### config.mk
export PLATFORM = sky130hd
export DESIGN_NAME = image_packetizer_fletcher_core
export DESIGN_NICKNAME = d
export VERILOG_FILES = /design/src/rtl/ipf_pkg.sv /design/src/rtl/ipf_fletcher.sv /design/src/rtl/image_packetizer_fletcher_core.sv
export SDC_FILE = /design/constraint.sdc
export NUM_CORES = 1
export LEC_CHECK = 0
export BUFFER_PORTS_ARGS = -buffer_cell sky130_fd_sc_hd__buf_2
export CORE_MARGIN = 4
export CORE_UTILIZATION = 55
export CTS_BUF_LIST = sky130_fd_sc_hd__clkbuf_4
export DETAILED_ROUTE_END_ITERATION = 8
export PLACE_DENSITY = 0.78
export SKIP_CTS_REPAIR_TIMING = 1
export SYNTH_ARGS = -nofsm -noshare
export SYNTH_HDL_FRONTEND = slang
export SYNTH_SLANG_ARGS = --single-unit
### constraint.sdc
create_clock -name clk -period 16.2 [get_ports clk]
set_input_delay 3.24 -clock clk [delete_from_list [all_inputs] [get_ports clk]]
set_output_delay 3.24 -clock clk [all_outputs]
set_load 0.05 [all_outputs]
### src/rtl/ipf_pkg.sv
`timescale 1ns / 1ps
`default_nettype none
package ipf_pkg;

  localparam int unsigned BYTE_W  = 8;
  localparam int unsigned LEN_W   = 24;
  localparam int unsigned LIMIT_W = 16;

  localparam logic [BYTE_W-1:0]  SYNC_0      = 8'h55;
  localparam logic [BYTE_W-1:0]  SYNC_1      = 8'haa;
  localparam logic [BYTE_W-1:0]  SYNC_2      = 8'h20;
  localparam logic [BYTE_W-1:0]  SUM_SEED    = 8'h20;
  localparam logic [LIMIT_W-1:0] LIMIT_RESET = 16'd65000;

  // control from the framer sequencer to the running-sum unit
  typedef struct packed {
    logic init;   // load both sums with the seed
    logic upd;    // fold the current byte into the sums
  } sum_ctl_t;

endpackage
`default_nettype wire

### src/rtl/ipf_fletcher.sv
`timescale 1ns / 1ps
`default_nettype none
module ipf_fletcher
  import ipf_pkg::*;
(
  input  wire logic              clk,
  input  wire logic              rst_n,
  input  wire sum_ctl_t          ctl,
  input  wire logic [BYTE_W-1:0] din,
  output logic      [BYTE_W-1:0] sum_lo,
  output logic      [BYTE_W-1:0] sum_hi
);

  logic [BYTE_W-1:0] lo_r, lo_nxt;
  logic [BYTE_W-1:0] hi_r, hi_nxt;

  always_comb begin
    lo_nxt = lo_r;
    hi_nxt = hi_r;
    if (ctl.init) begin
      lo_nxt = SUM_SEED;
      hi_nxt = SUM_SEED;
    end else if (ctl.upd) begin
      lo_nxt = lo_r + din;
      hi_nxt = hi_r + lo_nxt;
    end
  end

  always_ff @(posedge clk) begin
    if (!rst_n) begin
      lo_r <= SUM_SEED;
      hi_r <= SUM_SEED;
    end else begin
      lo_r <= lo_nxt;
      hi_r <= hi_nxt;
    end
  end

  assign sum_lo = lo_r;
  assign sum_hi = hi_r;

endmodule
`default_nettype wire

### src/rtl/image_packetizer_fletcher_core.sv
`timescale 1ns / 1ps
`default_nettype none
// Throughput: one image byte per cycle inside a packet while out_tready is high; each
//   packet boundary adds the two sum bytes plus the next header to the output, and an
//   opening item emits a header (followed by the sums when the image is empty).
//   The single output byte register sets the rate: one result per cycle while not stalled.
// Reset: rst_n synchronous, active low; clears all framing state, limit to 65000.
module image_packetizer_fletcher_core
  import ipf_pkg::*;
(
  input  wire logic        clk,
  input  wire logic        rst_n,
  // config write channel
  input  wire logic        cfg_valid,
  output logic             cfg_ready,
  input  wire logic [15:0] cfg_data,    // payload_limit
  // image input
  input  wire logic        in_tvalid,
  output logic             in_tready,
  input  wire logic [31:0] in_tdata,    // [7:0] data_byte, [31:8] image_length
  // framed output
  output logic             out_tvalid,
  input  wire logic        out_tready,
  output logic [7:0]       out_tdata,   // [7:0] out_byte
  output logic             out_tlast,   // packet_end
  output logic             out_tuser    // [0] run_last
);

  localparam logic [3:0] ST_START = 4'd0;
  localparam logic [3:0] ST_H0    = 4'd1;
  localparam logic [3:0] ST_H1    = 4'd2;
  localparam logic [3:0] ST_H2    = 4'd3;
  localparam logic [3:0] ST_H3    = 4'd4;
  localparam logic [3:0] ST_H4    = 4'd5;
  localparam logic [3:0] ST_H5    = 4'd6;
  localparam logic [3:0] ST_H6    = 4'd7;
  localparam logic [3:0] ST_H7    = 4'd8;
  localparam logic [3:0] ST_H8    = 4'd9;
  localparam logic [3:0] ST_H9    = 4'd10;
  localparam logic [3:0] ST_SLO   = 4'd11;
  localparam logic [3:0] ST_SHI   = 4'd12;

  // config register
  logic [LIMIT_W-1:0] cfg_limit_r;

  // input register
  logic              item_v_r;
  logic [BYTE_W-1:0] item_byte_r;
  logic [LEN_W-1:0]  item_len_r;

  // framing state
  logic [3:0]         step_r, step_nxt;
  logic [4:0]         seq_r, seq_nxt;
  logic               active_r, active_nxt;
  logic               drop_r, drop_nxt;
  logic               full_r, full_nxt;
  logic               split_r, split_nxt;
  logic [LEN_W-1:0]   total_r, total_nxt;
  logic [LEN_W-1:0]   rem_r, rem_nxt;
  logic [LIMIT_W-1:0] pkt_rem_r, pkt_rem_nxt;
  logic [LIMIT_W-1:0] limit_r, limit_nxt;
  logic [LIMIT_W-1:0] size_r, size_nxt;
  logic [3:0]         index_r, index_nxt;

  // output register
  logic              out_valid_r;
  logic [BYTE_W-1:0] out_byte_r;
  logic              out_end_r;
  logic              out_last_r;

  logic              emit_ok, emit, emit_end, emit_last, item_done;
  logic [BYTE_W-1:0] emit_byte;
  sum_ctl_t          sctl;
  logic [BYTE_W-1:0] sum_lo, sum_hi;

  logic [LIMIT_W-1:0] lim_sel;
  logic [LEN_W-1:0]   nine_lim;
  logic [LIMIT_W-1:0] open_size, next_size;
  logic [BYTE_W-1:0]  flags;

  ipf_fletcher u_sum (
    .clk    (clk),
    .rst_n  (rst_n),
    .ctl    (sctl),
    .din    (emit_byte),
    .sum_lo (sum_lo),
    .sum_hi (sum_hi)
  );

  assign cfg_ready = 1'b1;
  assign emit_ok   = !out_valid_r || out_tready;
  assign in_tready = !item_v_r || item_done;

  // limit of zero behaves as one; drop when len / limit >= 9
  assign lim_sel   = (cfg_limit_r == '0) ? LIMIT_W'(1) : cfg_limit_r;
  assign nine_lim  = ({{(LEN_W-LIMIT_W){1'b0}}, lim_sel} << 3)
                   + {{(LEN_W-LIMIT_W){1'b0}}, lim_sel};
  assign open_size = (item_len_r < {{(LEN_W-LIMIT_W){1'b0}}, lim_sel})
                   ? item_len_r[LIMIT_W-1:0] : lim_sel;
  assign next_size = (rem_r < {{(LEN_W-LIMIT_W){1'b0}}, limit_r})
                   ? rem_r[LIMIT_W-1:0] : limit_r;
  assign flags     = split_r ? {1'b1, index_r[1:0], seq_r} : {3'b000, seq_r};

  always_comb begin
    step_nxt    = step_r;
    seq_nxt     = seq_r;
    active_nxt  = active_r;
    drop_nxt    = drop_r;
    full_nxt    = full_r;
    split_nxt   = split_r;
    total_nxt   = total_r;
    rem_nxt     = rem_r;
    pkt_rem_nxt = pkt_rem_r;
    limit_nxt   = limit_r;
    size_nxt    = size_r;
    index_nxt   = index_r;
    emit        = 1'b0;
    emit_byte   = '0;
    emit_end    = 1'b0;
    emit_last   = 1'b0;
    item_done   = 1'b0;
    sctl        = '0;

    unique case (step_r)
      ST_START: begin
        if (item_v_r) begin
          if (!active_r) begin
            seq_nxt   = (seq_r == 5'd31) ? 5'd1 : seq_r + 5'd1;
            limit_nxt = lim_sel;
            total_nxt = item_len_r;
            rem_nxt   = item_len_r;
            index_nxt = '0;
            split_nxt = item_len_r > {{(LEN_W-LIMIT_W){1'b0}}, lim_sel};
            size_nxt  = open_size;
            if (item_len_r >= nine_lim) begin
              drop_nxt    = 1'b1;
              active_nxt  = 1'b1;
              pkt_rem_nxt = '0;
              item_done   = 1'b1;
            end else begin
              drop_nxt = 1'b0;
              step_nxt = ST_H0;
            end
          end else if (drop_r) begin
            rem_nxt = rem_r - LEN_W'(1);
            if (rem_r == LEN_W'(1)) begin
              active_nxt = 1'b0;
              drop_nxt   = 1'b0;
            end
            item_done = 1'b1;
          end else if (emit_ok) begin
            emit        = 1'b1;
            emit_byte   = item_byte_r;
            sctl.upd    = 1'b1;
            rem_nxt     = rem_r - LEN_W'(1);
            pkt_rem_nxt = pkt_rem_r - LIMIT_W'(1);
            if (pkt_rem_r == LIMIT_W'(1)) begin
              step_nxt = ST_SLO;
            end else begin
              emit_last = 1'b1;
              item_done = 1'b1;
            end
          end
        end
      end
      ST_H0: if (emit_ok) begin
        emit      = 1'b1;
        emit_byte = SYNC_0;
        sctl.init = 1'b1;
        step_nxt  = ST_H1;
      end
      ST_H1: if (emit_ok) begin
        emit      = 1'b1;
        emit_byte = SYNC_1;
        step_nxt  = ST_H2;
      end
      ST_H2: if (emit_ok) begin
        emit      = 1'b1;
        emit_byte = SYNC_2;
        step_nxt  = ST_H3;
      end
      ST_H3: if (emit_ok) begin
        emit      = 1'b1;
        emit_byte = flags;
        sctl.upd  = 1'b1;
        step_nxt  = ST_H4;
      end
      ST_H4: if (emit_ok) begin
        emit      = 1'b1;
        emit_byte = total_r[7:0];
        sctl.upd  = 1'b1;
        step_nxt  = ST_H5;
      end
      ST_H5: if (emit_ok) begin
        emit      = 1'b1;
        emit_byte = total_r[15:8];
        sctl.upd  = 1'b1;
        step_nxt  = ST_H6;
      end
      ST_H6: if (emit_ok) begin
        emit      = 1'b1;
        emit_byte = total_r[23:16];
        sctl.upd  = 1'b1;
        step_nxt  = ST_H7;
      end
      ST_H7: if (emit_ok) begin
        emit      = 1'b1;
        emit_byte = size_r[7:0];
        sctl.upd  = 1'b1;
        step_nxt  = ST_H8;
      end
      ST_H8: if (emit_ok) begin
        emit      = 1'b1;
        emit_byte = size_r[15:8];
        sctl.upd  = 1'b1;
        step_nxt  = ST_H9;
      end
      ST_H9: if (emit_ok) begin
        // payload size never exceeds 16 bits, top size byte is zero
        emit        = 1'b1;
        emit_byte   = '0;
        sctl.upd    = 1'b1;
        pkt_rem_nxt = size_r;
        full_nxt    = (size_r == limit_r);
        active_nxt  = (size_r != '0);
        if (size_r == '0) begin
          step_nxt = ST_SLO;
        end else begin
          emit_last = 1'b1;
          item_done = 1'b1;
          step_nxt  = ST_START;
        end
      end
      ST_SLO: if (emit_ok) begin
        emit      = 1'b1;
        emit_byte = sum_lo;
        step_nxt  = ST_SHI;
      end
      ST_SHI: if (emit_ok) begin
        emit      = 1'b1;
        emit_byte = sum_hi;
        emit_end  = 1'b1;
        if (rem_r != '0 || full_r) begin
          index_nxt = index_r + 4'd1;
          size_nxt  = next_size;
          step_nxt  = ST_H0;
        end else begin
          active_nxt = 1'b0;
          full_nxt   = 1'b0;
          emit_last  = 1'b1;
          item_done  = 1'b1;
          step_nxt   = ST_START;
        end
      end
      default: step_nxt = ST_START;
    endcase
  end

  always_ff @(posedge clk) begin
    if (!rst_n) begin
      cfg_limit_r <= LIMIT_RESET;
    end else if (cfg_valid && cfg_ready) begin
      cfg_limit_r <= cfg_data;
    end
  end

  always_ff @(posedge clk) begin
    if (!rst_n) begin
      item_v_r <= 1'b0;
    end else if (in_tvalid && in_tready) begin
      item_v_r <= 1'b1;
    end else if (item_done) begin
      item_v_r <= 1'b0;
    end
  end

  always_ff @(posedge clk) begin
    if (in_tvalid && in_tready) begin
      item_byte_r <= in_tdata[7:0];
      item_len_r  <= in_tdata[31:8];
    end
  end

  always_ff @(posedge clk) begin
    if (!rst_n) begin
      step_r    <= ST_START;
      seq_r     <= '0;
      active_r  <= 1'b0;
      drop_r    <= 1'b0;
      full_r    <= 1'b0;
      split_r   <= 1'b0;
      total_r   <= '0;
      rem_r     <= '0;
      pkt_rem_r <= '0;
      limit_r   <= LIMIT_RESET;
      size_r    <= '0;
      index_r   <= '0;
    end else begin
      step_r    <= step_nxt;
      seq_r     <= seq_nxt;
      active_r  <= active_nxt;
      drop_r    <= drop_nxt;
      full_r    <= full_nxt;
      split_r   <= split_nxt;
      total_r   <= total_nxt;
      rem_r     <= rem_nxt;
      pkt_rem_r <= pkt_rem_nxt;
      limit_r   <= limit_nxt;
      size_r    <= size_nxt;
      index_r   <= index_nxt;
    end
  end

  always_ff @(posedge clk) begin
    if (!rst_n) begin
      out_valid_r <= 1'b0;
    end else if (emit) begin
      out_valid_r <= 1'b1;
    end else if (out_tready) begin
      out_valid_r <= 1'b0;
    end
  end

  always_ff @(posedge clk) begin
    if (emit) begin
      out_byte_r <= emit_byte;
      out_end_r  <= emit_end;
      out_last_r <= emit_last;
    end
  end

  assign out_tvalid = out_valid_r;
  assign out_tdata  = out_byte_r;
  assign out_tlast  = out_end_r;
  assign out_tuser  = out_last_r;

endmodule
`default_nettype wire

# == After elaboration in Yosys (flattened, before gate mapping) ==
# Cells that the tools add are included.
# word_totals
reg_bits,189
input_bits,53
output_inout_bits,13
# classes
addsub,7
magnitude_cmp,4
n_eq_ne,38
mux,100
n_bitwise,2
n_reduce_logical,28
# ops
op,count
two-way mux 16 bit,13
two-way mux 8 bit,14
one-hot mux 8 bit (12 select lines),1
two-way mux 4 bit,23
two-way mux 24 bit,3
one-hot mux 16 bit (2 select lines),2
one-hot mux 4 bit (13 select lines),1
less-than comparator 24 x 16 -> 1 bit,2
two-way mux 1 bit,33
logical NOT 16 bit,2
"!= test 2 bit, second input constant",16
"== test 24 x 1 -> 1 bit, second input constant",1
>= comparator 24 x 20 -> 1 bit,1
greater-than comparator 24 x 16 -> 1 bit,1
nonzero test 24 bit,1
"subtractor 24 x 1 -> 24 bit, second input constant",1
adder 19 x 16 -> 20 bit,1
"== test 4 bit, second input constant",5
AND reduction 17 bit,1
adder 8 bit,2
"== test 16 x 1 -> 1 bit, second input constant",1
== test 16 bit,1
"== test 4 x 3 -> 1 bit, second input constant",4
nonzero test 16 bit,1
other kinds (29),48

# == Depth between registers and ports, before layout ==
# depth
word_depth,11
mapped_depth,22
ltp_nobuf,20

# == By module ==
# From an unflattened synthesis, not the netlist that was laid out.
# hier_totals
cells_unflattened,1361
hier_area_um2,11514.8
# by_module_without_submodules
mod,instances,cells_each,area_per_inst_um2
image_packetizer_fletcher_core,1,1229,10349.9
ipf_fletcher,1,132,1164.9

# == Worst setup path before layout ==
# OpenSTA, ideal clock, no wires.
# synth_path
kind,register to output
start,register cfg_limit_r[13]
end,output port in_tready
t_arrival_ns,4.663
required_ns,12.960
slack_ns,8.297
stages_incl_launch_ff,22
path_cell_list,dfxtp_1 clkbuf_1 nor3_1 a41o_1 ha_1 fa_1 a21o_1 a21oi_1 o21ai_0 a31o_2 o41ai_1 o21bai_1 a21oi_1 a31oi_1 ha_1 a21o_1 a21oi_1 nor2b_1 a2111oi_2 nand3_1 a21oi_1 inv_1
# synth_between
elab_chain_cells,9
# synth_rtl
element,line_no,text
start: declaration,image_packetizer_fletcher_core.sv:44,logic [LIMIT_W-1:0] cfg_limit_r;
start signal: assignment,image_packetizer_fletcher_core.sv:263,cfg_limit_r <= cfg_data;
logical NOT 16 bit,image_packetizer_fletcher_core.sv:95,assign lim_sel = (cfg_limit_r == '0) ? LIMIT_W'(1) : cfg_limit_r;
two-way mux 16 bit,image_packetizer_fletcher_core.sv:95,
named net lim_sel[0],image_packetizer_fletcher_core.sv:76,logic [LIMIT_W-1:0] lim_sel;
adder 19 x 16 -> 20 bit,image_packetizer_fletcher_core.sv:97,"+ {{(LEN_W-LIMIT_W){1'b0}}, lim_sel};"
>= comparator 24 x 20 -> 1 bit,image_packetizer_fletcher_core.sv:135,if (item_len_r >= nine_lim) begin
two-way mux 1 bit,image_packetizer_fletcher_core.sv:135,
two-way mux 1 bit,image_packetizer_fletcher_core.sv:127,if (!active_r) begin
two-way mux 1 bit,image_packetizer_fletcher_core.sv:126,if (item_v_r) begin
one-hot mux 1 bit (3 select lines),image_packetizer_fletcher_core.sv:124,unique case (step_r)
logical OR 1 bit,image_packetizer_fletcher_core.sv:92,assign in_tready = !item_v_r || item_done;
end: declaration,image_packetizer_fletcher_core.sv:19,"output logic in_tready,"
# The timed path passes the listed nets, and every way through them passes these cells.

# == Worst setup path after layout ==
# layout_path
start,register cfg_limit_r[4]
end,output port in_tready
# The elaborated chain is that of the path after synthesis.

==> results <==
- The count of maximum capacitance violations is 0.
- The starting density of the core is 0.565.
- For this run the aggregate overflow at the end of global routing stands at 0.
- The worst path buffer plus inverter count is 2.
- The data arrival at the endpoint of the critical path is around 6.4 ns.
- The number of vias in the routed layout is approximately 11000.
- The worst setup slack before clock tree synthesis is between 7 and 8 ns.
- The run finished with clean final reports.
- The count of nets left with antenna violations once routing finished came out at 0.
- STA classifies the critical path startpoint as a flop.
- The library cell with the largest summed area after synthesis is dfxtp_1.
- The final max-slew violation count was 0.
- The clock network latency to the later pin of the worst-skew pair is 0.64 ns.
- The total power per unit cell area is 98.1 nW/µm².
- The critical path is of the flop to output pin type.
- At the end of routability-driven placement, the weighted congestion stood at ~1.
- The number of cells in the design after placement is roughly 1600.
- Static timing analysis puts the maximum clock frequency at between 0.1 and 0.15 GHz.
- Of the synthesized area, sequential elements account for 0.360.
- The floorplan step defined a die boundary enclosing 23400 µm².
- The area of combinational cells with multiple inputs is approximately 6900 µm².
- The largest net degree at the start of global routing is 72.
- The die width is about 150 µm.
- The required time at the worst-slack endpoint is roughly 13 ns.
- The aggregate negative setup slack is 0 ns.
- The tree is rooted in a clkbuf_4.
- The signal on the critical path passes through nor4_1 -> a41o_1 -> ha_1 -> fa_1 -> a21o_1 -> a21oi_1 -> o21ai_0 -> a31o_2 -> o41ai_1 -> o21bai_1 -> a21oi_1 -> a31oi_1 -> ha_1 -> a21o_1 -> a21oi_1 -> nor2b_1 -> a2111oi_2 -> nand3_1 -> a21oi_1 -> inv_1 -> buf_2.
- The CTS tree is yes.
- The worst path needs 9.66 ns of the cycle, external delays included.
- The count of port buffers added during placement is between 60 and 70.
- In the synthesized netlist, the number of instances is ~1400.
- The global-route wire length before repair is around 52000 µm.
- The count of unique library cells instantiated by Yosys is 80.
- The first detailed-routing pass ran for 6 iterations.
- The detail-routed via count per cell is 6.36.
- The number of endpoints failing setup at the final stage is 0.
- The average instance in the mapped netlist occupies between 8 and 9 µm².
- The sequential standard cell area is approximately 4200 µm².
- In this run the static leakage power is about 0.0052 µW.
- Pin placement for this block handled between 60 and 70 I/O pins.
- The dominant register cell in the synthesized netlist is dfxtp_1.
- The row count is between 50 and 60.
- The average wire per cell in the routed design is ~20 µm.
- The vertical extent of the die is approximately 150 µm.
- The leading cell type by number of instances after synthesis is nand2_1.
- The peak per-stage delay on the critical path is 0.56 ns.
- Detailed placement finished with a half-perimeter wire length of 24100 µm.
- The largest delay contributor family on the critical path is compound AO/OA/AOI/OAI gates.
- The via count of the first global-routing pass is approximately 9500.
- The kind of end point of the critical path is an output pin.
- Along the worst path, the maximum fanout reaches 10.
- Synthesis produced a netlist with a net count of roughly 1500.
- The count of flip-flops with a built-in enable after synthesis is between 40 and 50.
- Final hold analysis gives a worst-case slack of 0.469 ns.
- The cell occurring most often along the worst timing path is a21oi_1.
- Across the VDD grid, the largest voltage drop is approximately 61 µV.
- The power consumption is roughly 1200 µW.
- The clock transition at the registers of the reported paths is 0.21 ns.
- The non-filler instance count after layout is between 1500 and 2000.
- The synthesis-to-finish area growth is 6.59%.
- The maximum number of buffers from clock root to sink is 2.
- Counting flops with an async set or reset pin after synthesis yields a share of 0.
- In the global route stage, overall resource usage came out at 0.276.
- For the pin with the worst max-slew slack, the measured transition is approximately 1.2 ns.
- The worst clock skew is between 0.03 and 0.04 ns.
- The ratio of cells with drive above 1 in the final layout is 0.0968.
- The synthesis warning total is 0.
- Counting the fill cells in the layout gives roughly 1800.
- The synthesized design contains approximately 190 register bits.
- The worst relative slew slack is 0.206.
- The TritonCTS sink count is roughly 190.
- The share of synthesized area in the top cell type comes to 0.251.
- The core region is ~20000 µm².
- Of the available clock period, the critical path in the final layout requires 0.596.
- The number of nets in the finished design is 1509.
- The synthesized netlist occupies a cell area of about 12000 µm².
- The post-detailed-routing wire length is around 33000 µm.
- In the post-synthesis netlist, the biggest area contributors are dfxtp_1, edfxtp_1, ha_1, nand2_1, a21oi_1.
- In the routed design, unresolved DRC markers number 0.
- The number of antenna violations at the first check in global routing came to 1.
- The worst hold-check path type is flop to flop.
- Setup repair after global routing left no endpoint under its margin.
- The number of design-rule violations left by the first detailed-router iteration is approximately 1200.
- The H-tree level count is 4.
- In this run, CTS created clock tree buffers numbering 17.
- The slowest stage of the critical path belongs to the cell dfxtp_1.
- In the synthesized netlist, the cells that appear most often are nand2_1, dfxtp_1, nor2_1.
- Across all setup checks in the final design, the least slack found is 6.54 ns.
- The count of endpoints failing hold in the final timing report is 0.
worst reg2reg max path, cell delays in order, from the launching register on:
cell and delay [ns]:
dfxtp_1 0.56, nor4_1 0.10, a41o_1 0.28, ha_1 0.23, fa_1 0.42, a21o_1 0.18
a21oi_1 0.25, o21ai_0 0.19, a31o_2 0.25, o41ai_1 0.46, o21bai_1 0.18, a21oi_1 0.17
a31oi_1 0.06, ha_1 0.30, a21o_1 0.18, a21oi_1 0.13, nor2b_1 0.07, a2111oi_2 0.42
nand3_1 0.50, o21ai_2 0.86, mux2i_1 0.27
per-layer routing:
| metal | wire length (µm) | global-route usage | vias to the layer above |
|---|---|---|---|
| met5 | 0 | 0 | - |
| met4 | 1370 | 0.120 | 0 |
| met3 | 2790 | 0.0543 | 90 |
| met2 | 14200 | 0.414 | 487 |
| met1 | 14800 | 0.388 | 4954 |
| li1 | - | - | 5000 |
path summary, 6_finish.rpt:
check	slack, ns	from	end	depth (start not counted)
worst max-delay path	6.54	cfg_limit_r[4]	in_tready	21
worst min-delay path	0.47	total_r[3]	total_r[3]	2
worst max register to register	10.05	cfg_limit_r[4]	pkt_rem_r[0]	20
worst min register to register	0.47	total_r[3]	total_r[3]	2
layout make-up:
cell class | count | share of cell area
flip-flops and latches | 187 | 0.337
multi-input cells | 1031 | 0.556
diodes | 1 | 0.000203
repair buffers | 78 | 0.0345
inverters | 57 | 0.0173
well taps | 270 | 0.0274
clock buffers | 17 | 0.0103
clock inverters | 15 | 0.0164
sequential cells by signal, indices dropped and copies added, names as in the netlist, 2 cells and up:
signal,cells
u_sum.sum_lo,8
index_r,2
pkt_rem_r,16
seq_r,5
limit_r,16
cfg_limit_r,16
item_len_r,24
rem_r,24
total_r,24
step_r,4
item_byte_r,8
out_tdata,8
size_r,16
u_sum.sum_hi,8
stage by stage:
step / instance area (µm²) / util
6_report: 12300 / 0.602
5_1_grt: 12300 / 0.602
4_1_cts: 12300 / 0.602
3_5_place_dp: 12000 / 0.586
3_3_place_gp: 12000 / 0.586
2_1_floorplan: 11600 / -
cells in the final DEF, fill, tap and decap left out, types with 10 or more instances in the layout:
master    instances
a21o_1           28
a21oi_1          90
a222oi_1         13
a22oi_1          21
a31oi_1          14
and2_1           12
buf_2            64
buf_4            14
clkbuf_4         17
dfxtp_1         145
edfxtp_1         42
ha_1             81
inv_1            56
mux2_1           16
mux2i_1          45
nand2_1         197
nand2b_1         10
nand3_1          24
nand4_1          13
nor2_1           94
nor2b_1          12
nor3_1           39
nor4_1           19
o211ai_1         26
o21a_1           12
o21ai_0          49
o21ai_1          15
or3_1            10
xnor2_1          17
xor2_1           29
kinds of logic after synthesis:
logic type,synth area share
muxes,0.0613
AOI/OAI and AO/OA,0.209
other,0.000324
adders and majority gates,0.0927
xor gates and xnor gates,0.0348
buffers and inverters,0.0491
and+or+nand+nor,0.193
DFF,0.360
power breakdown:
group	leakage (µW)	total [µW]	internal, µW	switching, µW
Clock	0.000169	285	78.5	206
Sequential	0.00159	574	517	56.4
Combinational	0.00345	352	140	212
Power figures use the tool's default switching activity.
